## src/sv/cdq_pkg.sv

```systemverilog
// cdq_pkg: shared types and constants for the crop, downsample and quantise block.
// Used by the channel interfaces and by the top level; no dependencies.
`timescale 1ns / 1ps
`default_nettype none

package cdq_pkg;

  localparam int PIXEL_W    = 8;
  localparam int VALUE_W    = 8;
  localparam int SCALE_W    = 24;
  localparam int CFG_DATA_W = 32;
  localparam int CFG_ADDR_W = 5;
  localparam int REG_IDX_W  = 3;

  typedef logic [PIXEL_W-1:0]        pixel_t;
  typedef logic signed [VALUE_W-1:0] value_t;
  typedef logic [SCALE_W-1:0]        scale_t;

  // register indexes, byte address is 4 * index
  localparam logic [REG_IDX_W-1:0] REG_OUT_WIDTH  = 3'd0;
  localparam logic [REG_IDX_W-1:0] REG_OUT_HEIGHT = 3'd1;
  localparam logic [REG_IDX_W-1:0] REG_QUANT_MODE = 3'd2;
  localparam logic [REG_IDX_W-1:0] REG_INV_SCALE  = 3'd3;
  localparam logic [REG_IDX_W-1:0] REG_Q_OFFSET   = 3'd4;

  localparam logic QMODE_LEGACY = 1'b0;
  localparam logic QMODE_AFFINE = 1'b1;

  localparam logic [7:0] OUT_SIZE_RESET = 8'd96;

  typedef struct packed {
    value_t value;
    logic   frame_last;
  } res_t;

endpackage

`default_nettype wire

```

## src/sv/cdq_if.sv

```systemverilog
// cdq_if: valid/ready channel interfaces for source pixels and quantised results.
// Depends on cdq_pkg for payload types.
`timescale 1ns / 1ps
`default_nettype none

interface cdq_pixel_if;
  logic            valid;
  logic            ready;
  cdq_pkg::pixel_t pixel;
  logic            frame_start;

  modport source (output valid, pixel, frame_start, input ready);
  modport sink   (input valid, pixel, frame_start, output ready);
endinterface

interface cdq_result_if;
  logic            valid;
  logic            ready;
  cdq_pkg::value_t value;
  logic            frame_last;

  modport source (output valid, value, frame_last, input ready);
  modport sink   (input valid, value, frame_last, output ready);
endinterface

`default_nettype wire

```

## src/sv/crop_downsample_quantize_unit.sv

```systemverilog
// crop_downsample_quantize_unit: crop centred in x from row 0, nearest-neighbour downscale, int8 quantise.
// Depends on cdq_pkg and the channel interfaces in cdq_if.
//
// Usage:
//   in_stream carries raw 8-bit pixels in raster order; frame_start on the first
//   pixel of a frame restarts all position counters. out_stream carries one int8
//   value per kept pixel, frame_last on output pixel (W-1, H-1).
//   Registers (APB, byte address 4*i): out_width, out_height, quant_mode,
//   inv_scale (Q8.16), q_offset (signed int8 offset). Write them between transfers only.
// Timing:
//   One pixel is taken every cycle. Position logic and the 8x24 multiply plus clamp form
//   a single stage ahead of an output register and a skid entry. A kept pixel appears on
//   out_stream the cycle after its transfer unless the output register keeps an unread
//   result; it then waits in the skid entry. Pixels keep flowing while the receiver stalls
//   until a second kept pixel waits; in_stream.ready drops only when both hold a result.
// Reset:
//   Synchronous, active low. Registers return to 96x96 legacy mode, counters
//   clear, both result entries empty. No clearing pass is needed.
`timescale 1ns / 1ps
`default_nettype none

module crop_downsample_quantize_unit #(
  parameter int SRC_WIDTH = 176,
  parameter int CROP_SIDE = 144
) (
  input  wire                             clk,
  input  wire                             rst_n,
  cdq_pixel_if.sink                       in_stream,
  cdq_result_if.source                    out_stream,
  input  wire                             psel,
  input  wire                             penable,
  input  wire                             pwrite,
  input  wire [cdq_pkg::CFG_ADDR_W-1:0]   paddr,
  input  wire [cdq_pkg::CFG_DATA_W-1:0]   pwdata,
  output logic [cdq_pkg::CFG_DATA_W-1:0]  prdata,
  output logic                            pready
);

  localparam int CROP_X0 = (SRC_WIDTH >= CROP_SIDE) ? ((SRC_WIDTH - CROP_SIDE) / 2) : 0;
  localparam logic [8:0] X0 = 9'(CROP_X0);
  localparam logic [7:0] SIDE = 8'(CROP_SIDE);
  localparam logic [7:0] LAST_COL = 8'(SRC_WIDTH - 1);

  // CROP_SIDE / v and CROP_SIDE % v for every nonzero register value (entry 0 is zero)
  logic [7:0] div_q [256];
  logic [7:0] div_r [256];
  assign div_q[0] = '0;
  assign div_r[0] = '0;
  for (genvar V = 1; V < 256; V++) begin : g_div
    assign div_q[V] = 8'(CROP_SIDE / V);
    assign div_r[V] = 8'(CROP_SIDE % V);
  end

  // ---------------- configuration ----------------
  logic [7:0]      out_width_r, out_height_r;
  logic            quant_mode_r;
  cdq_pkg::scale_t inv_scale_r;
  logic [7:0]      q_offset_r;

  logic                          cfg_wr;
  logic [cdq_pkg::REG_IDX_W-1:0] cfg_idx;

  assign pready  = 1'b1;
  assign cfg_wr  = psel && penable && pwrite && pready;
  assign cfg_idx = paddr[cdq_pkg::CFG_ADDR_W-1:2];

  always_ff @(posedge clk) begin
    if (!rst_n) begin
      out_width_r  <= cdq_pkg::OUT_SIZE_RESET;
      out_height_r <= cdq_pkg::OUT_SIZE_RESET;
      quant_mode_r <= cdq_pkg::QMODE_LEGACY;
      inv_scale_r  <= '0;
      q_offset_r   <= '0;
    end else if (cfg_wr) begin
      unique case (cfg_idx)
        cdq_pkg::REG_OUT_WIDTH:  out_width_r  <= pwdata[7:0];
        cdq_pkg::REG_OUT_HEIGHT: out_height_r <= pwdata[7:0];
        cdq_pkg::REG_QUANT_MODE: quant_mode_r <= pwdata[0];
        cdq_pkg::REG_INV_SCALE:  inv_scale_r  <= pwdata[cdq_pkg::SCALE_W-1:0];
        cdq_pkg::REG_Q_OFFSET:   q_offset_r   <= pwdata[7:0];
        default: ;
      endcase
    end
  end

  always_comb begin
    unique case (cfg_idx)
      cdq_pkg::REG_OUT_WIDTH:  prdata = {24'd0, out_width_r};
      cdq_pkg::REG_OUT_HEIGHT: prdata = {24'd0, out_height_r};
      cdq_pkg::REG_QUANT_MODE: prdata = {31'd0, quant_mode_r};
      cdq_pkg::REG_INV_SCALE:  prdata = {8'd0, inv_scale_r};
      cdq_pkg::REG_Q_OFFSET:   prdata = {24'd0, q_offset_r};
      default:                 prdata = '0;
    endcase
  end

  // effective sizes: 0 reads as 1, above the crop side saturates
  logic [7:0] w, h;
  always_comb begin
    w = out_width_r;
    if (out_width_r == 8'd0) w = 8'd1;
    else if (out_width_r > SIDE) w = SIDE;
    h = out_height_r;
    if (out_height_r == 8'd0) h = 8'd1;
    else if (out_height_r > SIDE) h = SIDE;
  end

  // ---------------- position state ----------------
  logic [7:0] src_column_r, src_row_r, out_column_r, out_row_r;
  logic [8:0] target_column_r, target_row_r;
  logic [7:0] column_remainder_r, row_remainder_r;

  logic [7:0] src_column_nxt, src_row_nxt, out_column_nxt, out_row_nxt;
  logic [8:0] target_column_nxt, target_row_nxt;
  logic [7:0] column_remainder_nxt, row_remainder_nxt;

  logic       in_fire, fs, hit, last_px;
  logic [7:0] e_scol, e_srow, e_ocol, e_orow, e_crem, e_rrem;
  logic [8:0] e_tcol, e_trow;
  logic [8:0] crem_sum, rrem_sum;
  logic       ccarry, rcarry;
  logic [8:0] tcol_adv, trow_adv;
  logic [7:0] crem_adv, rrem_adv;

  assign in_fire = in_stream.valid && in_stream.ready;
  assign fs      = in_stream.frame_start;

  always_comb begin
    // frame_start restarts the counters before this pixel is looked at
    e_scol = fs ? 8'd0 : src_column_r;
    e_srow = fs ? 8'd0 : src_row_r;
    e_ocol = fs ? 8'd0 : out_column_r;
    e_orow = fs ? 8'd0 : out_row_r;
    e_tcol = fs ? X0   : target_column_r;
    e_trow = fs ? 9'd0 : target_row_r;
    e_crem = fs ? 8'd0 : column_remainder_r;
    e_rrem = fs ? 8'd0 : row_remainder_r;

    hit = (e_orow < h) && ({1'b0, e_srow} == e_trow) && ({1'b0, e_scol} == e_tcol)
          && (e_ocol < w);
    last_px = (e_ocol == w - 8'd1) && (e_orow == h - 8'd1);

    crem_sum = {1'b0, e_crem} + {1'b0, div_r[w]};
    ccarry   = crem_sum >= {1'b0, w};
    crem_adv = ccarry ? 8'(crem_sum - {1'b0, w}) : crem_sum[7:0];
    tcol_adv = e_tcol + {1'b0, div_q[w]} + {8'd0, ccarry};

    rrem_sum = {1'b0, e_rrem} + {1'b0, div_r[h]};
    rcarry   = rrem_sum >= {1'b0, h};
    rrem_adv = rcarry ? 8'(rrem_sum - {1'b0, h}) : rrem_sum[7:0];
    trow_adv = e_trow + {1'b0, div_q[h]} + {8'd0, rcarry};

    out_column_nxt       = hit ? e_ocol + 8'd1 : e_ocol;
    target_column_nxt    = hit ? tcol_adv : e_tcol;
    column_remainder_nxt = hit ? crem_adv : e_crem;
    out_row_nxt          = e_orow;
    target_row_nxt       = e_trow;
    row_remainder_nxt    = e_rrem;
    src_row_nxt          = e_srow;
    src_column_nxt       = e_scol + 8'd1;

    if (e_scol >= LAST_COL) begin
      // end of a source row: move to the next output row if this one was used
      if ((e_orow < h) && ({1'b0, e_srow} == e_trow)) begin
        out_row_nxt          = e_orow + 8'd1;
        out_column_nxt       = 8'd0;
        target_column_nxt    = X0;
        column_remainder_nxt = 8'd0;
        target_row_nxt       = trow_adv;
        row_remainder_nxt    = rrem_adv;
      end
      src_column_nxt = 8'd0;
      if (e_srow != 8'hFF) src_row_nxt = e_srow + 8'd1;
    end
  end

  always_ff @(posedge clk) begin
    if (!rst_n) begin
      src_column_r       <= '0;
      src_row_r          <= '0;
      out_column_r       <= '0;
      out_row_r          <= '0;
      target_column_r    <= X0;
      target_row_r       <= '0;
      column_remainder_r <= '0;
      row_remainder_r    <= '0;
    end else if (in_fire) begin
      src_column_r       <= src_column_nxt;
      src_row_r          <= src_row_nxt;
      out_column_r       <= out_column_nxt;
      out_row_r          <= out_row_nxt;
      target_column_r    <= target_column_nxt;
      target_row_r       <= target_row_nxt;
      column_remainder_r <= column_remainder_nxt;
      row_remainder_r    <= row_remainder_nxt;
    end
  end

  // ---------------- quantiser ----------------
  cdq_pkg::pixel_t     p;
  logic [7:0]          dmag;
  logic                neg;
  logic [31:0]         prod;
  logic [32:0]         rsum;
  logic [15:0]         rq;
  logic signed [17:0]  sr, sz;
  cdq_pkg::value_t     qv;

  always_comb begin
    p = in_stream.pixel;
    // |2p - 255| is always odd
    dmag = {p[7] ? p[6:0] : ~p[6:0], 1'b1};
    neg  = !p[7];
    prod = {24'd0, dmag} * {8'd0, inv_scale_r};
    rsum = {1'b0, prod} + 33'd65536;
    rq   = rsum[32:17];
    sr   = neg ? -$signed({2'b00, rq}) : $signed({2'b00, rq});
    sz   = sr + 18'(signed'(q_offset_r));
    if (quant_mode_r == cdq_pkg::QMODE_LEGACY) qv = {~p[7], p[6:0]};
    else if (sz < -18'sd128) qv = -8'sd128;
    else if (sz > 18'sd127) qv = 8'sd127;
    else qv = sz[7:0];
  end

  // ---------------- result register and skid entry ----------------
  cdq_pkg::res_t main_r, skid_r, res_new;
  logic          main_v_r, skid_v_r, push, pop;

  assign res_new          = '{value: qv, frame_last: last_px};
  assign push             = in_fire && hit;
  assign pop              = out_stream.valid && out_stream.ready;
  assign in_stream.ready  = !skid_v_r;
  assign out_stream.valid = main_v_r;
  assign out_stream.value = main_r.value;
  assign out_stream.frame_last = main_r.frame_last;

  always_ff @(posedge clk) begin
    if (!rst_n) begin
      main_v_r <= 1'b0;
      skid_v_r <= 1'b0;
    end else if (pop) begin
      if (skid_v_r) begin
        skid_v_r <= 1'b0;
      end else if (!push) begin
        main_v_r <= 1'b0;
      end
    end else if (push) begin
      if (!main_v_r) main_v_r <= 1'b1;
      else skid_v_r <= 1'b1;
    end
  end

  always_ff @(posedge clk) begin
    if (pop) begin
      if (skid_v_r) main_r <= skid_r;
      else if (push) main_r <= res_new;
    end else if (push) begin
      if (!main_v_r) main_r <= res_new;
      else skid_r <= res_new;
    end
  end

`ifndef SYNTH
  a_skid_needs_main: assert property (@(posedge clk) disable iff (!rst_n)
    skid_v_r |-> main_v_r)
    else $error("skid entry held without output entry");

  a_no_overflow: assert property (@(posedge clk) disable iff (!rst_n)
    push |-> !skid_v_r)
    else $error("result pushed with both entries full");

  a_frame_restart: assert property (@(posedge clk) disable iff (!rst_n)
    (in_fire && fs) |=> (src_column_r == 8'd1 && src_row_r == 8'd0))
    else $error("frame start did not restart source position");

  a_row_monotonic: assert property (@(posedge clk) disable iff (!rst_n)
    (in_fire && !fs) |=> (src_row_r >= $past(src_row_r)))
    else $error("source row went backwards within a frame");
`endif

endmodule

`default_nettype wire
```

## src/flat_wrapper.sv

```systemverilog
// flat-port wrapper written by rule: the top's interface ports become plain ports
module crop_downsample_quantize_unit_flat 
#(
  parameter int SRC_WIDTH = 176,
  parameter int CROP_SIDE = 144
)
  (clk, rst_n, psel, penable, pwrite, paddr, pwdata, prdata, pready, in_stream_valid, in_stream_pixel, in_stream_frame_start, in_stream_ready, out_stream_valid, out_stream_value, out_stream_frame_last, out_stream_ready);
  cdq_pixel_if in_stream_i ();
  cdq_result_if out_stream_i ();
  input  wire clk;
  input  wire rst_n;
  input  wire psel;
  input  wire penable;
  input  wire pwrite;
  input  wire [cdq_pkg::CFG_ADDR_W-1:0] paddr;
  input  wire [cdq_pkg::CFG_DATA_W-1:0] pwdata;
  output logic [cdq_pkg::CFG_DATA_W-1:0] prdata;
  output logic pready;
  input wire logic [$bits(in_stream_i.valid)-1:0] in_stream_valid;
  input wire logic [$bits(in_stream_i.pixel)-1:0] in_stream_pixel;
  input wire logic [$bits(in_stream_i.frame_start)-1:0] in_stream_frame_start;
  output wire logic [$bits(in_stream_i.ready)-1:0] in_stream_ready;
  output wire logic [$bits(out_stream_i.valid)-1:0] out_stream_valid;
  output wire logic [$bits(out_stream_i.value)-1:0] out_stream_value;
  output wire logic [$bits(out_stream_i.frame_last)-1:0] out_stream_frame_last;
  input wire logic [$bits(out_stream_i.ready)-1:0] out_stream_ready;
  assign in_stream_i.valid = in_stream_valid;
  assign in_stream_i.pixel = in_stream_pixel;
  assign in_stream_i.frame_start = in_stream_frame_start;
  assign in_stream_ready = in_stream_i.ready;
  assign out_stream_valid = out_stream_i.valid;
  assign out_stream_value = out_stream_i.value;
  assign out_stream_frame_last = out_stream_i.frame_last;
  assign out_stream_i.ready = out_stream_ready;
  crop_downsample_quantize_unit #(.SRC_WIDTH(SRC_WIDTH), .CROP_SIDE(CROP_SIDE)) u_core (.clk(clk), .rst_n(rst_n), .in_stream(in_stream_i), .out_stream(out_stream_i), .psel(psel), .penable(penable), .pwrite(pwrite), .paddr(paddr), .pwdata(pwdata), .prdata(prdata), .pready(pready));
endmodule
```

## config.mk

```make
export PLATFORM = sky130hd
export DESIGN_NAME = crop_downsample_quantize_unit_flat
export DESIGN_NICKNAME = d
export VERILOG_FILES = /design/src/sv/cdq_pkg.sv /design/src/sv/cdq_if.sv /design/src/sv/crop_downsample_quantize_unit.sv /design/src/flat_wrapper.sv
export SDC_FILE = /design/constraint.sdc
export NUM_CORES = 1
export LEC_CHECK = 0
export CAP_MARGIN = 10
export CORE_ASPECT_RATIO = 2
export CORE_UTILIZATION = 40
export CTS_BUF_LIST = sky130_fd_sc_hd__clkbuf_4 sky130_fd_sc_hd__clkbuf_8
export CTS_CLUSTER_SIZE = 24
export DETAILED_ROUTE_END_ITERATION = 10
export DONT_BUFFER_PORTS = 1
export HOLD_SLACK_MARGIN = 0.06
export PLACE_DENSITY = 0.66
export SLEW_MARGIN = 20
export SYNTH_ARGS = -nofsm -noshare
export SYNTH_HDL_FRONTEND = slang
export SYNTH_SLANG_ARGS = --single-unit
```

## constraint.sdc

```tcl
create_clock -name clk -period 11.7 [get_ports clk]
set_input_delay 1.17 -clock clk [delete_from_list [all_inputs] [get_ports clk]]
set_output_delay 1.17 -clock clk [all_outputs]
set_load 0.01 [all_outputs]
```

* Word-level counts from Yosys, hierarchy flattened
Memories as Yosys holds them, arrays and structs flattened.
Index checks and enable logic that the tools add are counted.
** Storage, ports and cells
- Bits in registers :: 135
- Bits in latches :: 0
- Memory bits (writable) :: 0
- Memory bits (read-only) :: 8192
- Bits of input ports :: 53
- Output and inout port bits :: 44
- Logic and storage cells :: 150
- Memories :: 4
** Cells by class
- $add $sub $neg :: 17
- Multiply operators :: 1
- Divide/modulo/power cells :: 0
- Order comparisons :: 11
- Eq/ne operators :: 12
- Shift operators :: 0
- Muxes and demuxes :: 55
- Bitwise logic cells :: 6
- Reductions and logical operators :: 25
** Memory list
- (name not given) :: depth 256, width 8, read ports 1, clocked after memory_dff 0, write ports 0, line crop_downsample_quantize_unit.sv:143 : crem_sum = {1'b0, e_crem} + {1'b0, div_r[w]};
- (name not given) :: depth 256, width 8, read ports 1, clocked after memory_dff 0, write ports 0, line crop_downsample_quantize_unit.sv:146 : tcol_adv = e_tcol + {1'b0, div_q[w]} + {8'd0, ccarry};
- (name not given) :: depth 256, width 8, read ports 1, clocked after memory_dff 0, write ports 0, line crop_downsample_quantize_unit.sv:148 : rrem_sum = {1'b0, e_rrem} + {1'b0, div_r[h]};
- (name not given) :: depth 256, width 8, read ports 1, clocked after memory_dff 0, write ports 0, line crop_downsample_quantize_unit.sv:151 : trow_adv = e_trow + {1'b0, div_q[h]} + {8'd0, rcarry};
** Operators with widths (number)
- 8-bit 2-to-1 mux :: 36
- 24-bit one-hot mux with 5 select lines :: 1
- 9-bit 2-to-1 mux :: 12
- 32-bit by 17-bit adder with 33-bit output (second input constant) :: 1
- 8-bit by 1-bit adder with 8-bit output (second input constant) :: 4
- 8-bit by 24-bit multiplier with 32-bit output :: 1
- 18-bit by 8-bit adder with 18-bit output :: 1
- 8-bit by 8-bit adder with 9-bit output :: 2
- 9-bit by 1-bit adder with 9-bit output :: 2
- 9-bit by 8-bit adder with 9-bit output :: 2
- 8-bit by 9-bit equality test with 1-bit output :: 2
- 9-bit by 8-bit greater-or-equal comparator with 1-bit output :: 2
- 9-bit greater-or-equal comparator (second input constant) :: 2
- 18-bit by 8-bit > comparator with 1-bit output (second input constant) :: 1
- 18-bit by 8-bit < comparator with 1-bit output (second input constant) :: 1
- 18-bit 2-to-1 mux :: 1
- 16-bit negator with 18-bit output :: 1
- 8-bit NOT with 9-bit output :: 2
- 8-bit equality test :: 2
- 8-bit > comparator (second input constant) :: 2
- 8-bit zero test :: 2
- 8-bit < comparator :: 2
- 8-bit by 1-bit subtractor with 8-bit output (second input constant) :: 2
- 8-bit subtractor :: 2
- other kinds (17) :: 41

* Depth between registers and ports, before layout
Gate-level depths: netlist of the first run.
- Word-level depth :: 14
- Depth in mapped cells :: 42
- Gate-level depth less buffers :: 41

* Least setup slack after synthesis of the first run
Ideal clock, no wire load.
- Path type :: input port to flip-flop
- Start :: input port in_stream_pixel[7]
- End :: register u_core.main_r, in the netlist u_core.out_stream.value[6] (data pin)
- Library setup time :: 0.260 ns
- Arrival time :: 9.047 ns
- Required time :: 11.440 ns
- Path slack :: 2.393 ns
- Stages :: 35
- Path buffers :: 3
- Cell sequence :: clkbuf_1 clkbuf_1 xnor2_1 clkbuf_1 and2_1 fa_1 fa_1 fa_1 inv_1 fa_1 inv_1 ha_1 and4_1 nand3_1 a211o_1 and3_1 xnor2_1 inv_1 ha_1 mux2_2 inv_1 fa_1 nor2b_1 o21ai_0 a21boi_0 o31ai_1 nand2b_1 a21oi_1 xnor2_1 or4_1 nor3_1 nand4_1 a22oi_1 o22ai_1 mux2_2
** On the way
- Word-level cells in the longest chain between the ends :: 13
- Elaborated cells on any way between the ends :: 16
- Those cells by class :: add/sub (3); mul (1); order compare (2); mux (10)
** RTL lines
- start: declaration :: line flat_wrapper.sv:20 : input wire logic [$bits(in_stream_i.pixel)-1:0] in_stream_pixel;
- 7-bit 2-to-1 mux :: line crop_downsample_quantize_unit.sv:212 : dmag = {p[7] ? p[6:0] : ~p[6:0], 1'b1};
- 8-bit by 24-bit multiplier with 32-bit output :: line crop_downsample_quantize_unit.sv:214 : prod = {24'd0, dmag} * {8'd0, inv_scale_r};
- 32-bit by 17-bit adder with 33-bit output :: line crop_downsample_quantize_unit.sv:215 : rsum = {1'b0, prod} + 33'd65536;
- 16-bit negator with 18-bit output :: line crop_downsample_quantize_unit.sv:217 : sr = neg ? -$signed({2'b00, rq}) : $signed({2'b00, rq});
- 18-bit 2-to-1 mux * :: line crop_downsample_quantize_unit.sv:217
- 18-bit by 8-bit adder with 18-bit output * :: line crop_downsample_quantize_unit.sv:218 : sz = sr + 18'(signed'(q_offset_r));
- 18-bit by 8-bit > comparator with 1-bit output :: line crop_downsample_quantize_unit.sv:221 : else if (sz > 18'sd127) qv = 8'sd127;
- 8-bit 2-to-1 mux :: line crop_downsample_quantize_unit.sv:221
- 8-bit 2-to-1 mux * :: line crop_downsample_quantize_unit.sv:220 : else if (sz < -18'sd128) qv = -8'sd128;
- 8-bit 2-to-1 mux * :: line crop_downsample_quantize_unit.sv:219 : if (quant_mode_r == cdq_pkg::QMODE_LEGACY) qv = {~p[7], p[6:0]};
- via u_core.qv[6] :: line crop_downsample_quantize_unit.sv:207 : cdq_pkg::value_t qv;
- 9-bit 2-to-1 mux, on equally long branches :: line crop_downsample_quantize_unit.sv:258, crop_downsample_quantize_unit.sv:256
- 9-bit 2-to-1 mux, on equally long branches :: line crop_downsample_quantize_unit.sv:257, crop_downsample_quantize_unit.sv:255
- 9-bit 2-to-1 mux * :: line crop_downsample_quantize_unit.sv:254 : if (pop) begin
- end signal: assignment :: line crop_downsample_quantize_unit.sv:255 : if (skid_v_r) main_r <= skid_r;
- end signal: assignment :: line crop_downsample_quantize_unit.sv:256 : else if (push) main_r <= res_new;
- end signal: assignment :: line crop_downsample_quantize_unit.sv:258 : if (!main_v_r) main_r <= res_new;
- end: declaration :: line crop_downsample_quantize_unit.sv:226 : cdq_pkg::res_t main_r, skid_r, res_new;
The timed path passes the listed nets; every way through them passes the cells marked *. The select of a mux whose other input is x is not followed.
A chain may end at the register's enable or synchronous reset.

* Final worst setup path of the first run
Same ends and word-level chain as after synthesis.

==> impl_metrics.env, run 1 <==
export IMPL_outcome="finished, final reports clean"
export IMPL_regArea_sq_mm=0.00288
export IMPL_setup_viol=0
export IMPL_portBuffers=0
export IMPL_crit_start="in_stream_pixel[7]"
export IMPL_layout_nets=2676
export IMPL_die_w_microns=156
export IMPL_cts_made_buffers=17
export IMPL_hold_path_class="flip-flop to flip-flop"
export IMPL_cts_setup_buffers=0
export IMPL_antenna_left=0
export IMPL_drc=0
export IMPL_holdPathStages=2
export IMPL_worst_slack_ns=2.21
export IMPL_htreeDepth=4
export IMPL_rsz0062_at_grt="false"
export IMPL_power_density_mw_per_mm2=55.3
export IMPL_dp_hpwl_microns=44700
export IMPL_place_ws_ns=1.83
export IMPL_grt_start_max_net_pins=115
export IMPL_worst_path_max_fanout=25
export IMPL_fin_setup_tns_ns=0
export IMPL_start_util_pct=40.5
export IMPL_grt_overflow=0
export IMPL_clockBufferDepth=2
export IMPL_crit_required_ns=11.95
export IMPL_io_pins=97
export IMPL_finalNonFillerCells=2937
export IMPL_dp_cells=2904
export IMPL_period_minus_slack_ns=9.49
export IMPL_num_vias=16994
export IMPL_grt_pass1_vias=17360
export IMPL_antenna_found_initial=4
export IMPL_final_area_sq_mm=0.0198
export IMPL_crit_path_top_delay_cell="fa_1"
export IMPL_critPathLaunchType="input port"
export IMPL_slew_viol_final=0
export IMPL_synth_ff_latch_count=135
export IMPL_tightest_slew_ns=1.10
export IMPL_endpoint="u_core.out_stream.value[6]"
export IMPL_r2r_end="u_core.target_column_r[6]"
export IMPL_wl_per_cell_microns=19.3
export IMPL_avgSynthCellArea_sq_um=7.92
export IMPL_holdWs_ns=0.456
export IMPL_synth_flop_cell="dfxtp_1"
export IMPL_async_flop_share_pct=0
export IMPL_synth_top_area_cell="fa_1"
export IMPL_fillers=4710
export IMPL_seq_area_frac_synth_pct=15.2
export IMPL_worstReg2RegStart="u_core.out_width_r[6]"
export IMPL_yosysWarnings=0
export IMPL_cap_violations=0
export IMPL_fmax_ghz=0.105
export IMPL_clkSinkCount=135
export IMPL_postCtsResizedCells=0
export IMPL_grt_total_usage_pct=23.9
export IMPL_cts_tree="done"
export IMPL_maxSlewHeadroom_pct=26.5
export IMPL_vdd_ir_drop_max_v=0.0000663
export IMPL_num_rows=112
export IMPL_insertion_delay_ns=0.50
export IMPL_cp_end_kind="flip-flop"
export IMPL_cts_reportedPaths_clkPinSlew_ns=0.08
export IMPL_drt_wl_total_microns=56600
export IMPL_rr_worst_depth=37
export IMPL_cpPeakStageDelay_ns=0.56
export IMPL_final_common_cell="nand2_1"
export IMPL_synth_area_sq_mm=0.0189
export IMPL_cts_root_buf="clkbuf_8"
export IMPL_die_area_sq_mm=0.0482
export IMPL_viasPerCell=5.79
export IMPL_yosys_top_cells_area="fa_1, dfxtp_1, ha_1"
export IMPL_timing_critical_path_mode_cell="fa_1"
export IMPL_finalHoldViolations=0
export IMPL_die_h_microns=309
export IMPL_critPathKind="input port to flip-flop"
export IMPL_first_iter_violations=1033
export IMPL_post_route_period_util_pct=81.1
export IMPL_layout_area_overhead_vs_synth_pct=4.61
export IMPL_synth_top_area_share_pct=14.8
export IMPL_gp_congestion=0.970
export IMPL_drt_pass1_iterations=7
export IMPL_arrival_ns=9.74
export IMPL_multi_input_area_sq_mm=0.0147
export IMPL_final_cell_mix="nand2_1, inv_1, ha_1"
export IMPL_synth_edf_count=18
export IMPL_core_area_sq_mm=0.0467
export IMPL_drive_above_1_share_pct=4.07
export IMPL_synthCells=2386
export IMPL_placed_area_sq_mm=0.0193
export IMPL_skew_ns=0.0128
export IMPL_ctsHoldBuffers=0
export IMPL_reg2reg_slack_ns=2.48
export IMPL_synth_distinct_cells=80
export IMPL_p_leak_nw=9.02
export IMPL_grt_pass1_wl_microns=90100
## worst max-delay path: cells and delay by family
kind / cells / cell delay, ns
XOR/XNOR: 4 / 0.72
AND/OR/NAND/NOR: 10 / 2.08
AO/OA/AOI/OAI: 7 / 1.88
buffers and inverters: 4 / 0.55
adder cells (fa/ha/maj): 7 / 2.98
multiplexers: 1 / 0.29
## worst min-delay path by stage
stage,start,to,slack [ns]
after floorplan,u_core.column_remainder_r[0],u_core.column_remainder_r[0],0.42
after global placement,u_core.column_remainder_r[3],u_core.column_remainder_r[3],0.43
after detailed placement,u_core.column_remainder_r[3],u_core.column_remainder_r[3],0.44
after CTS,u_core.column_remainder_r[7],u_core.column_remainder_r[7],0.46
after global routing,u_core.column_remainder_r[2],u_core.column_remainder_r[2],0.49
final,u_core.column_remainder_r[3],u_core.column_remainder_r[3],0.46
## report_power, final
part / switching, mW / leakage (nW) / internal [mW] / total, mW
clock: 0.206 / 0.208 / 0.233 / 0.438
sequential: 0.00458 / 1.10 / 0.470 / 0.475
combinational: 0.112 / 7.71 / 0.0689 / 0.181
total: 0.322 / 9.02 / 0.772 / 1.09
## metrics by stage
| step | util, % | total power [mW] |
|---|---|---|
| after floorplan | - | 0.626 |
| after global placement | 41.5 | 0.661 |
| after detailed placement | 41.5 | 0.664 |
| after CTS | 42.4 | 1.10 |
| after global routing | 42.4 | 1.14 |
| final | 42.4 | 1.09 |
## per-layer routing
metal  wire length (microns)  GRT usage [%]  share of wire [%]
met5                      23              0              0.041
met4                    3030           14.0                5.4
met3                    2520           3.20                4.5
met2                   30900           46.4                 55
met1                   20100           23.9                 36
## flip-flops by register name, summed over array words and instances, names as in the netlist, 8 cells and up
signal                     flops
u_core.column_remainder_r      8
u_core.inv_scale_r            24
u_core.out_column_r            8
u_core.out_height_r            8
u_core.out_row_r               8
u_core.out_stream.value        8
u_core.out_width_r             8
u_core.q_offset_r              8
u_core.row_remainder_r         8
u_core.skid_r                  9
u_core.src_column_r            8
u_core.src_row_r               8
u_core.target_column_r         9
u_core.target_row_r            9
## cells by family after synthesis
| kind of cell | share of synthesized area, % |
|---|---|
| compound gates | 18.9 |
| xor+xnor | 5.45 |
| fa+ha+maj | 27.2 |
| buf+inv | 7.25 |
| flops | 15.2 |
| mux | 3.01 |
| other cells | 0.0397 |
| simple gates | 23.0 |
## synthesized netlist by cell type, drive strengths merged (22+ instances only)
cell type	n
a21boi	49
a21o	43
a21oi	132
a31oi	23
and2	145
and3	34
clkbuf	109
dfxtp	117
fa	140
ha	187
inv	223
mux2i	40
nand2	257
nand3	44
nand4	22
nor2	113
nor2b	106
nor3	45
o21ai	120
o22ai	23
xnor2	85
xor2	31
## layout make-up
| type | count | area share, % |
|---|---|---|
| inverter | 226 | 4.29 |
| timing repair buffer | 13 | 0.493 |
| clock inverter | 8 | 0.620 |
| multi-input combinational | 1903 | 74.5 |
| clock buffer | 23 | 1.51 |
| sequential | 135 | 14.6 |
| tap | 627 | 3.97 |
| antenna | 2 | 0.0253 |
No activity file was read; power rests on OpenSTA's default activity.
==> inputs of run 2 (changes only) <==
--- a/config.mk
+++ b/config.mk
@@ -5,6 +5,7 @@
 export SDC_FILE = /design/constraint.sdc
 export NUM_CORES = 1
 export LEC_CHECK = 0
+export ABC_AREA = 1
 export CAP_MARGIN = 10
 export CORE_ASPECT_RATIO = 2
 export CORE_UTILIZATION = 40
@@ -13,7 +14,7 @@
 export DETAILED_ROUTE_END_ITERATION = 10
 export DONT_BUFFER_PORTS = 1
 export HOLD_SLACK_MARGIN = 0.06
-export PLACE_DENSITY = 0.66
+export PLACE_DENSITY = 0.68
 export SLEW_MARGIN = 20
 export SYNTH_ARGS = -nofsm -noshare
 export SYNTH_HDL_FRONTEND = slang
==> constraint.sdc (replaced) <==
create_clock -name clk -period 7.6 [get_ports clk]
set_input_delay 0.76 -clock clk [delete_from_list [all_inputs] [get_ports clk]]
set_output_delay 0.76 -clock clk [all_outputs]
set_load 0.01 [all_outputs]
==> impl_metrics.env, run 2 <==
export IMPL_num_vias=20540
export IMPL_yosysWarnings=0
export IMPL_grt_overflow=0
export IMPL_slew_viol_final=0
export IMPL_start_util_pct=40.4
export IMPL_total_power_mw=2.19
export IMPL_clockBufferDepth=2
export IMPL_grt_pass1_vias=20251
export IMPL_p_leak_nw=11.9
export IMPL_largest_reg_flops=24
export IMPL_grt_pass1_wl_microns=105000
export IMPL_crit_required_ns=7.88
export IMPL_synth_simple_gate_area_share_pct=26.6
export IMPL_antenna_left=0
export IMPL_cpPeakStageDelay_ns=0.54
export IMPL_wl_per_cell_microns=18.5
export IMPL_cap_violations=0
export IMPL_seq_area_frac_synth_pct=15.1
export IMPL_worst_slack_ns=-0.100
export IMPL_fmax_ghz=0.130
export IMPL_ctsHoldBuffers=0
export IMPL_regMostFlops="u_core.inv_scale_r"
export IMPL_rsz0062_at_grt="true"
export IMPL_power_density_mw_per_mm2=91.6
export IMPL_gp_congestion=0.982
export IMPL_skew_ns=0.0288
export IMPL_yosys_top_cells_area="fa_1, nand2_1, dfxtp_1"
export IMPL_first_iter_violations=1215
export IMPL_die_w_microns=157
export IMPL_synth_compound_area_share_pct=15.8
export IMPL_final_common_cell="nand2_1"
export IMPL_synth_most_common_cell="nand2_1"
export IMPL_drt_pass1_iterations=7
export IMPL_setup_viol=8
export IMPL_vdd_ir_drop_max_v=0.000165
export IMPL_synth_edf_count=18
export IMPL_finalCoreUtilization_pct=50.6
export IMPL_synthAdderAreaFrac_pct=26.9
export IMPL_dp_hpwl_microns=55400
export IMPL_drt_wl_total_microns=70700
export IMPL_core_area_sq_mm=0.0474
export IMPL_synth_top_family_by_area="adder cells"
export IMPL_synth_area_sq_mm=0.0191
export IMPL_layout_area_overhead_vs_synth_pct=25.2
export IMPL_portBuffers=0
export IMPL_synthCells=2895
export IMPL_die_area_sq_mm=0.0487
export IMPL_grt_total_usage_pct=28.3
export IMPL_cp_end_kind="flip-flop"
export IMPL_cts_reportedPaths_clkPinSlew_ns=0.11
export IMPL_finalHoldViolations=0
export IMPL_tightest_slew_ns=1.03
export IMPL_clkSinkCount=135
export IMPL_post_route_period_util_pct=101
export IMPL_timing_critical_path_mode_cell="nand2_2"
export IMPL_critPathKind="input port to flip-flop"
export IMPL_num_rows=113
export IMPL_drive_above_1_share_pct=21.1
export IMPL_violations="setup timing"
export IMPL_arrival_ns=7.98
export IMPL_cts_tree="done"
export IMPL_path_buf_inv=11
export IMPL_die_h_microns=311
export IMPL_hold_path_class="input port to flip-flop"
export IMPL_io_pins=97
export IMPL_synth_flop_cell="dfxtp_1"
export IMPL_synth_ff_latch_count=135
export IMPL_viasPerCell=5.38
export IMPL_period_minus_slack_ns=7.70
export IMPL_async_flop_share_pct=0
export IMPL_synth_top_area_share_pct=14.7
export IMPL_synth_common_cells="nand2_1, inv_1, nor2_1, a21oi_1, ha_1"
export IMPL_fillers=4668
export IMPL_synth_distinct_cells=67
export IMPL_synth_xor_area_share_pct=3.21
export IMPL_layout_nets=3550
export IMPL_grt_start_max_net_pins=64
export IMPL_crit_family="adder cells"
export IMPL_drc=0
export IMPL_maxSlewHeadroom_pct=31.2
export IMPL_antenna_found_initial=2
export IMPL_cts_made_buffers=17
export IMPL_outcome="complete, but fails checks"
export IMPL_cts_root_buf="clkbuf_8"
export IMPL_worst_path_max_fanout=8
export IMPL_insertion_delay_ns=0.53
export IMPL_critPathLaunchType="input port"
export IMPL_place_ws_ns=-0.860
export IMPL_avgSynthCellArea_sq_um=6.61
export IMPL_htreeDepth=4
export IMPL_final_cell_mix="nand2_1, inv_1, nor2_1"
export IMPL_synth_top_area_cell="fa_1"
export IMPL_crit_path_top_delay_cell="fa_1"
export IMPL_muxShareOfSynthArea_pct=0
-- run 2: worst reg2reg max path, delay by kind of cell (launching register included) --
| family | cells | cell delay, ns |
|---|---|---|
| buffers and inverters | 8 | 1.20 |
| DFF | 1 | 0.40 |
| xor gates and xnor gates | 1 | 0.16 |
| AOI/OAI and AO/OA | 6 | 1.01 |
| adders and majority gates | 6 | 2.59 |
| and+or+nand+nor | 20 | 1.98 |
-- run 2: area by class of cell --
class | instances | area (sq um) | share of cell area (%)
Tap cell | 632 | 791 | 3.30
Clock buffer | 17 | 234 | 0.977
Timing Repair Buffer | 329 | 2700 | 11.3
Multi-Input combinational cell | 2153 | 15100 | 63.2
Antenna cell | 2 | 5.00 | 0.0209
Sequential cell | 135 | 2880 | 12.0
Inverter | 534 | 2020 | 8.42
Clock inverter | 15 | 184 | 0.768
-- run 2: stage by stage --
step                      cell area, sq um  cells  hold slack, ns  setup TNS, ns
after global placement               21800   3737           0.452         -10.25
after global routing                 24000   3817           0.331          -5.57
after floorplan                      19200   2902           0.441              0
final                                24000   3817           0.362         -0.473
after detailed placement             21800   3737           0.455         -11.95
after CTS                            22400   3772           0.330              0
-- run 2: logic make-up after synthesis --
family,after synthesis
compound gates,529
xor+xnor,70
flops,135
other cells,2
fa+ha+maj,327
simple gates,1218
buf+inv,614
-- run 2: repair_timing --
item / in CTS / in global routing
pin swaps: 13 / 144
hold endpoints to repair: 0 / 0
endpoints found under the setup margin: 15 / 21
setup buffers: 3 / 40
gates cloned: 0 / 3
gates resized for setup: 50 / 321
-- run 2: worst paths after layout --
path	from	cells after the start	slack, ns	to
setup / recovery	in_stream_pixel[7]	47	-0.10	u_core.out_stream.value[4]
hold / removal	pwdata[2]	2	0.36	u_core.q_offset_r[2]
setup reg to reg	u_core.inv_scale_r[7]	41	0.03	u_core.out_stream.value[4]
hold reg to reg	u_core.out_column_r[6]	2	0.47	u_core.out_column_r[6]
-- run 2: routing by layer --
layer | GRT usage, % | part of all wire, %
met4 | 22.9 | 9.2
met2 | 53.2 | 53
met3 | 2.91 | 4.6
met5 | 0 | 0
met1 | 27.2 | 33
-- run 2: where the power goes --
part | switching (mW) | total (mW) | leakage, nW | internal (mW)
sequential | 0.00815 | 0.739 | 1.11 | 0.731
combinational | 0.435 | 0.769 | 10.6 | 0.334
clock | 0.380 | 0.686 | 0.216 | 0.307
